--- src/sv/aluf_pkg.sv ---
// Shared types and constants for the accumulator ALU with flags.
// Depends on nothing; imported by the top level.
`default_nettype none

package aluf_pkg;

  localparam int unsigned DataWidth = 8;
  localparam int unsigned KindWidth = 4;

  typedef logic [DataWidth-1:0] data_t;

  // Operation codes carried in the kind field.
  typedef enum logic [KindWidth-1:0] {
    KIND_ADC = 4'd0,
    KIND_SBC = 4'd1,
    KIND_CMP = 4'd2,
    KIND_CPX = 4'd3,
    KIND_CPY = 4'd4,
    KIND_INC = 4'd5,
    KIND_DEC = 4'd6,
    KIND_INX = 4'd7,
    KIND_INY = 4'd8,
    KIND_DEX = 4'd9,
    KIND_DEY = 4'd10,
    KIND_CLC = 4'd11,
    KIND_SEC = 4'd12,
    KIND_CLD = 4'd13,
    KIND_SED = 4'd14,
    KIND_CLV = 4'd15
  } kind_t;

  // Processor status flags.
  typedef struct packed {
    logic carry;
    logic zero;
    logic negative;
    logic overflow;
    logic decimal;
  } flags_t;

endpackage : aluf_pkg

`default_nettype wire

--- src/sv/accumulator_alu_with_flags.sv ---
// Top level of the accumulator ALU: A, X, Y and status flags with one result per item.
// Depends on aluf_pkg for the operation codes, data and flag types.
// Pipeline: an accepted transaction passes through the input register, then the result register.
// Throughput: one transaction per cycle while result_ready does not hold the result register.
// Reset: rst clears A, X, Y, all flags and both valid stages; payload registers are not reset.
`default_nettype none

module accumulator_alu_with_flags
  import aluf_pkg::*;
(
  input  wire logic       clk,
  input  wire logic       rst,
  // Operation channel.
  input  wire logic       item_valid,
  output logic            item_ready,
  input  wire logic [3:0] kind,
  input  wire logic [7:0] operand,
  // Result channel.
  output logic            result_valid,
  input  wire logic       result_ready,
  output logic [7:0]      acc_out,
  output logic [7:0]      x_out,
  output logic [7:0]      y_out,
  output logic [7:0]      mem_result,
  output logic            mem_write,
  output logic            carry_out,
  output logic            zero_out,
  output logic            negative_out,
  output logic            overflow_out,
  output logic            decimal_out
);

  // Input register stage.
  logic   s1_valid;
  kind_t  s1_kind;
  data_t  s1_operand;

  // Architectural state.
  data_t  accumulator;
  data_t  index_x;
  data_t  index_y;
  flags_t flags;

  // Next values computed from the input register and the state.
  data_t  accumulator_next;
  data_t  index_x_next;
  data_t  index_y_next;
  flags_t flags_next;
  data_t  mem_next;
  logic   mem_write_next;

  logic   advance;

  // The result register takes a new transaction when empty or being drained.
  assign advance    = s1_valid && (!result_valid || result_ready);
  assign item_ready = !s1_valid || advance;

  // Input register.
  always_ff @(posedge clk) begin
    if (rst) begin
      s1_valid <= 1'b0;
    end else if (item_ready) begin
      s1_valid <= item_valid;
    end
    if (item_ready && item_valid) begin
      s1_kind    <= kind_t'(kind);
      s1_operand <= operand;
    end
  end

  // Adder shared by ADC and SBC; SBC feeds the inverted operand.
  data_t                addend;
  logic [DataWidth:0]   sum;
  // Subtractor for the three compares.
  data_t                cmp_reg;
  logic [DataWidth:0]   diff;
  // Memory and index steppers.
  data_t                mem_inc;
  data_t                mem_dec;
  data_t                x_inc;
  data_t                x_dec;
  data_t                y_inc;
  data_t                y_dec;

  always_comb begin
    addend = (s1_kind == KIND_SBC) ? ~s1_operand : s1_operand;
    sum    = {1'b0, accumulator} + {1'b0, addend} + {{DataWidth{1'b0}}, flags.carry};

    priority if (s1_kind == KIND_CPX) begin
      cmp_reg = index_x;
    end else if (s1_kind == KIND_CPY) begin
      cmp_reg = index_y;
    end else begin
      cmp_reg = accumulator;
    end
    diff = {1'b0, cmp_reg} - {1'b0, s1_operand};

    mem_inc = s1_operand + data_t'(1);
    mem_dec = s1_operand - data_t'(1);
    x_inc   = index_x + data_t'(1);
    x_dec   = index_x - data_t'(1);
    y_inc   = index_y + data_t'(1);
    y_dec   = index_y - data_t'(1);
  end

  // Operation decode: next registers, flags and the store-back byte.
  always_comb begin
    accumulator_next = accumulator;
    index_x_next     = index_x;
    index_y_next     = index_y;
    flags_next       = flags;
    mem_next         = '0;
    mem_write_next   = 1'b0;

    unique case (s1_kind)
      KIND_ADC, KIND_SBC: begin
        accumulator_next    = sum[DataWidth-1:0];
        flags_next.carry    = sum[DataWidth];
        flags_next.overflow = ~(accumulator[DataWidth-1] ^ addend[DataWidth-1]) &
                              (accumulator[DataWidth-1] ^ sum[DataWidth-1]);
        flags_next.zero     = (sum[DataWidth-1:0] == '0);
        flags_next.negative = sum[DataWidth-1];
      end
      KIND_CMP, KIND_CPX, KIND_CPY: begin
        flags_next.carry    = ~diff[DataWidth];
        flags_next.zero     = (cmp_reg == s1_operand);
        flags_next.negative = diff[DataWidth-1];
      end
      KIND_INC: begin
        mem_next            = mem_inc;
        mem_write_next      = 1'b1;
        flags_next.zero     = (mem_inc == '0);
        flags_next.negative = mem_inc[DataWidth-1];
      end
      KIND_DEC: begin
        mem_next            = mem_dec;
        mem_write_next      = 1'b1;
        flags_next.zero     = (mem_dec == '0);
        flags_next.negative = mem_dec[DataWidth-1];
      end
      KIND_INX: begin
        index_x_next        = x_inc;
        flags_next.zero     = (x_inc == '0);
        flags_next.negative = x_inc[DataWidth-1];
      end
      KIND_INY: begin
        index_y_next        = y_inc;
        flags_next.zero     = (y_inc == '0);
        flags_next.negative = y_inc[DataWidth-1];
      end
      KIND_DEX: begin
        index_x_next        = x_dec;
        flags_next.zero     = (x_dec == '0);
        flags_next.negative = x_dec[DataWidth-1];
      end
      KIND_DEY: begin
        index_y_next        = y_dec;
        flags_next.zero     = (y_dec == '0);
        flags_next.negative = y_dec[DataWidth-1];
      end
      KIND_CLC: flags_next.carry    = 1'b0;
      KIND_SEC: flags_next.carry    = 1'b1;
      KIND_CLD: flags_next.decimal  = 1'b0;
      KIND_SED: flags_next.decimal  = 1'b1;
      KIND_CLV: flags_next.overflow = 1'b0;
      default: begin
        accumulator_next = accumulator;
      end
    endcase
  end

  // State update and result register.
  always_ff @(posedge clk) begin
    if (rst) begin
      accumulator  <= '0;
      index_x      <= '0;
      index_y      <= '0;
      flags        <= '0;
      result_valid <= 1'b0;
    end else begin
      if (advance) begin
        accumulator  <= accumulator_next;
        index_x      <= index_x_next;
        index_y      <= index_y_next;
        flags        <= flags_next;
        result_valid <= 1'b1;
      end else if (result_ready) begin
        result_valid <= 1'b0;
      end
    end
    if (advance) begin
      acc_out      <= accumulator_next;
      x_out        <= index_x_next;
      y_out        <= index_y_next;
      mem_result   <= mem_next;
      mem_write    <= mem_write_next;
      carry_out    <= flags_next.carry;
      zero_out     <= flags_next.zero;
      negative_out <= flags_next.negative;
      overflow_out <= flags_next.overflow;
      decimal_out  <= flags_next.decimal;
    end
  end

`ifndef SYNTHESIS
  // A shown result always matches the live register file.
  a_regs_match: assert property (@(posedge clk) disable iff (rst)
    result_valid |-> (acc_out == accumulator && x_out == index_x && y_out == index_y))
    else $error("result registers differ from the register file");

  // Flags shown with a result match the live status flags.
  a_flags_match: assert property (@(posedge clk) disable iff (rst)
    result_valid |-> (carry_out == flags.carry && zero_out == flags.zero &&
                      negative_out == flags.negative && overflow_out == flags.overflow &&
                      decimal_out == flags.decimal))
    else $error("result flags differ from the status register");

  // A store-back byte drives zero and negative; without a store it reads zero.
  a_mem_flags: assert property (@(posedge clk) disable iff (rst)
    (result_valid && mem_write) |-> (zero_out == (mem_result == '0) &&
                                     negative_out == mem_result[DataWidth-1]))
    else $error("memory result and its flags disagree");

  a_mem_idle: assert property (@(posedge clk) disable iff (rst)
    (result_valid && !mem_write) |-> (mem_result == '0))
    else $error("memory result nonzero without a store");

  // State changes only when a transaction moves into the result register.
  a_state_hold: assert property (@(posedge clk) disable iff (rst)
    !advance |=> ($stable(accumulator) && $stable(index_x) && $stable(index_y) &&
                  $stable(flags)))
    else $error("state changed without a transaction");
`endif

endmodule : accumulator_alu_with_flags

`default_nettype wire
--- config.mk ---
export PLATFORM = sky130hd
export DESIGN_NAME = accumulator_alu_with_flags
export DESIGN_NICKNAME = d
export VERILOG_FILES = /design/src/sv/aluf_pkg.sv /design/src/sv/accumulator_alu_with_flags.sv
export SDC_FILE = /design/constraint.sdc
export NUM_CORES = 1
export LEC_CHECK = 0
export BUFFER_PORTS_ARGS = -buffer_cell sky130_fd_sc_hd__buf_2
export CORE_MARGIN = 5
export CORE_UTILIZATION = 46
export DETAILED_ROUTE_END_ITERATION = 10
export GPL_ROUTABILITY_DRIVEN = 0
export GPL_TIMING_DRIVEN = 0
export SETUP_SLACK_MARGIN = 0.2
export SLEW_MARGIN = 15
export SYNTH_ARGS = -nofsm -noshare
export SYNTH_HDL_FRONTEND = slang
export SYNTH_SLANG_ARGS = --single-unit
--- constraint.sdc ---
create_clock -name clk -period 8.8 [get_ports clk]
set_clock_uncertainty 0.1 [all_clocks]
set_input_delay 0.88 -clock clk [delete_from_list [all_inputs] [get_ports clk]]
set_output_delay 0.88 -clock clk [all_outputs]
set_load 0.1 [all_outputs]
==> flow_summary.toml <==
[grt]
grt_max_degree = 30
grt_use_total_pct = 20.6
grt_first_pass_wirelength_um = 21300
antenna_found_initial = 0
grt-ovfl-total = 0
grt_pass1_vias = 4257

[clock_tree]
post-cts-setup-buffer-count = 0
cts.repair.resized = 0
htree_levels = 3
clk_path_buf_depth = 2
path_clk_slew_ns = 0.06
clock_latency_ns = 0.35
clockRootBuffer = "clkbuf_16"
holdBufCountCts = 0
clkSinkCount = 81
numCtsBuffers = 9
cts_tree = "built"

[drt]
drtIter0Drc = 385
drc = 0
routed_wl_um = 13700
vias = 4590
ant_nets = 0
dr.pass1.iters = 5
viasPerCell = 5.74
wl_per_cell_um = 17.2

[power_and_ir_drop]
power_mw = 1.02
pwr_density_cell_nw_per_um2 = 170
ir_drop_v = 0.000193
leakagePower_nw = 2.31

[setup_path]
worstPathRequired_ns = 8.95
worstSetupPathType = "flip-flop to flip-flop"
critPathLaunchType = "flip-flop"
rrSetupSlack_ns = 4.17
cp-end-kind = "flip-flop"
r2r_start = "s1_kind[1]$_DFFE_PP_"
cp_max_fo = 10
r2r_cells = 13
rr_endpoint = "flags[2]$_SDFFE_PP0P_"
worstPathArrival_ns = 4.77

[sta]
fmax_mhz = 216
fin_crit_ns = 4.63
setup_viol = 0
period_share_pct = 52.6
tightestPinTransition_ns = 0.854
finalHoldWorstSlack_ns = 0.381
hold_violations = 0
rsz0062_at_grt = "false"
final_max_slew_viol_count = 0
fin_setup_tns_ns = 0
slew_headroom_pct = 41.6

[cells_and_area]
fin_nets = 700
area_growth_pct = 14.8
final_common_cell = "nand2_1"
final_cell_mix = "nand2_1, nor2_1, buf_2, edfxtp_1, a21oi_1"
num_antenna_cells = 0
n_fill_cell = 1015
layout-drive-gt1-share_pct = 13.4
finalCoreUtilization_pct = 54.5

[synthesis]
syn-num-nets = 633
synth-warning-count = 0
synth_edf_count = 50
yosysUniqueCellTypes = 66
seq_area_frac_synth_pct = 40.7
synthCells = 587
synth_seq_cells = 81
synth-main-ff-cell = "edfxtp_1"
netlist_area_um2 = 5220
async_flop_share_pct = 0
syn_avg_cell_area_um2 = 8.89

[flow_run]
drv_cap = 0

[place]
post-dp-hpwl_um = 10000
port_buffers = 55

[hold_path]
min_path_type = "flip-flop to flip-flop"
holdPathEnd = "accumulator[0]$_SDFFE_PP0P_"
worstHoldStart = "accumulator[0]$_SDFFE_PP0P_"
whs_path_depth = 2

[die]
die_x_um = 117
num_rows = 38
io_pins = 56
core_area_um2 = 11000
die_y_um = 117
dieArea_um2 = 13600
initial_core_util_pct = 47.5

[run_status]
status = "finished clean"
-- worst max-delay path by stage --
stage                                        end  slack [ns]            startpoint
after floorplan               zero_out$_DFFE_PP_        5.03  s1_kind[1]$_DFFE_PP_
after CTS                  flags[2]$_SDFFE_PP0P_        4.22  s1_kind[1]$_DFFE_PP_
after detailed placement   flags[2]$_SDFFE_PP0P_        4.25  s1_kind[1]$_DFFE_PP_
final                      flags[2]$_SDFFE_PP0P_        4.17  s1_kind[1]$_DFFE_PP_
after global placement    negative_out$_DFFE_PP_        4.42  s1_kind[1]$_DFFE_PP_
after global routing       flags[2]$_SDFFE_PP0P_        3.86  s1_kind[1]$_DFFE_PP_
-- critical path, stage by stage (launching register included) --
cell       delay (ns)
edfxtp_1         0.43
buf_2            0.24
buf_1            0.31
nor3_2           0.71
mux2i_1          0.34
o21ai_0          0.15
ha_1             0.33
nor2b_1          0.14
o21ai_0          0.15
a21oi_1          0.09
a2111oi_0        0.77
xor2_1           0.17
o31a_1           0.32
a311oi_1         0.26
-- cells by family after synthesis --
kind of cell             count (synthesis)  synth area share, %
AND/OR/NAND/NOR                        238                 21.9
flip-flops                              81                 40.7
adder cells (fa/ha/maj)                 30                 7.48
buffers and inverters                   52                 3.98
multiplexers                            12                 2.35
XOR/XNOR                                51                 8.56
AO/OA/AOI/OAI                          123                 15.0
-- sequential cells by signal (all words and copies together), names as in the netlist, 4 cells and up --
| signal | flops |
|---|---|
| y_out | 8 |
| x_out | 8 |
| index_y | 8 |
| mem_result | 8 |
| s1_operand | 8 |
| s1_kind | 4 |
| acc_out | 8 |
| index_x | 8 |
| flags | 5 |
| accumulator | 8 |
-- cell usage after synthesis (6+ instances only) --
library cell,n,area [um2]
nand2_1,74,278
nor2_1,65,244
edfxtp_1,50,1500
a21oi_1,39,195
xnor2_1,34,298
dfxtp_1,31,621
o21ai_0,31,155
ha_1,28,350
clkbuf_1,19,71.3
nand3_1,19,95.1
xor2_1,17,149
inv_1,16,60.1
nor3_1,15,75.1
mux2i_1,10,100
buf_1,8,30.0
nand4_1,8,50.1
nor4_1,8,50.1
a31oi_1,7,43.8
or3_1,7,43.8
and3_1,6,37.5
nand2b_1,6,37.5
-- power breakdown --
part | switching [mW] | total [mW] | internal [mW]
clock | 0.149 | 0.383 | 0.234
sequential | 0.00979 | 0.432 | 0.422
combinational | 0.149 | 0.200 | 0.0515
total | 0.307 | 1.02 | 0.708
-- through the flow --
| step | setup WS [ns] | area, um2 | instances |
|---|---|---|---|
| after global placement | 4.42 | 5670 | 782 |
| final | 4.17 | 5990 | 799 |
| after CTS | 4.22 | 5990 | 799 |
| after floorplan | 5.03 | 5220 | 587 |
| after global routing | 3.86 | 5990 | 799 |
| after detailed placement | 4.25 | 5690 | 783 |
-- layout make-up --
cell class,count,area [um2],area share (%)
Inverter,20,75.1,1.25
Clock buffer,13,260,4.35
Clock inverter,3,40.0,0.668
Timing Repair Buffer,56,295,4.93
Multi-Input combinational cell,454,2890,48.2
Buffer,32,134,2.24
Sequential cell,81,2120,35.4
Tap cell,140,175,2.92
-- routing by layer --
layer / vias up / global-route usage [%] / wire length, um
li1: 2241 / - / -
met1: 2163 / 25.8 / 6080
met4: 0 / 8.28 / 279
met2: 160 / 34.1 / 6570
met3: 26 / 4.97 / 816
met5: - / 0 / 0
(Power assumes the default switching activity.)
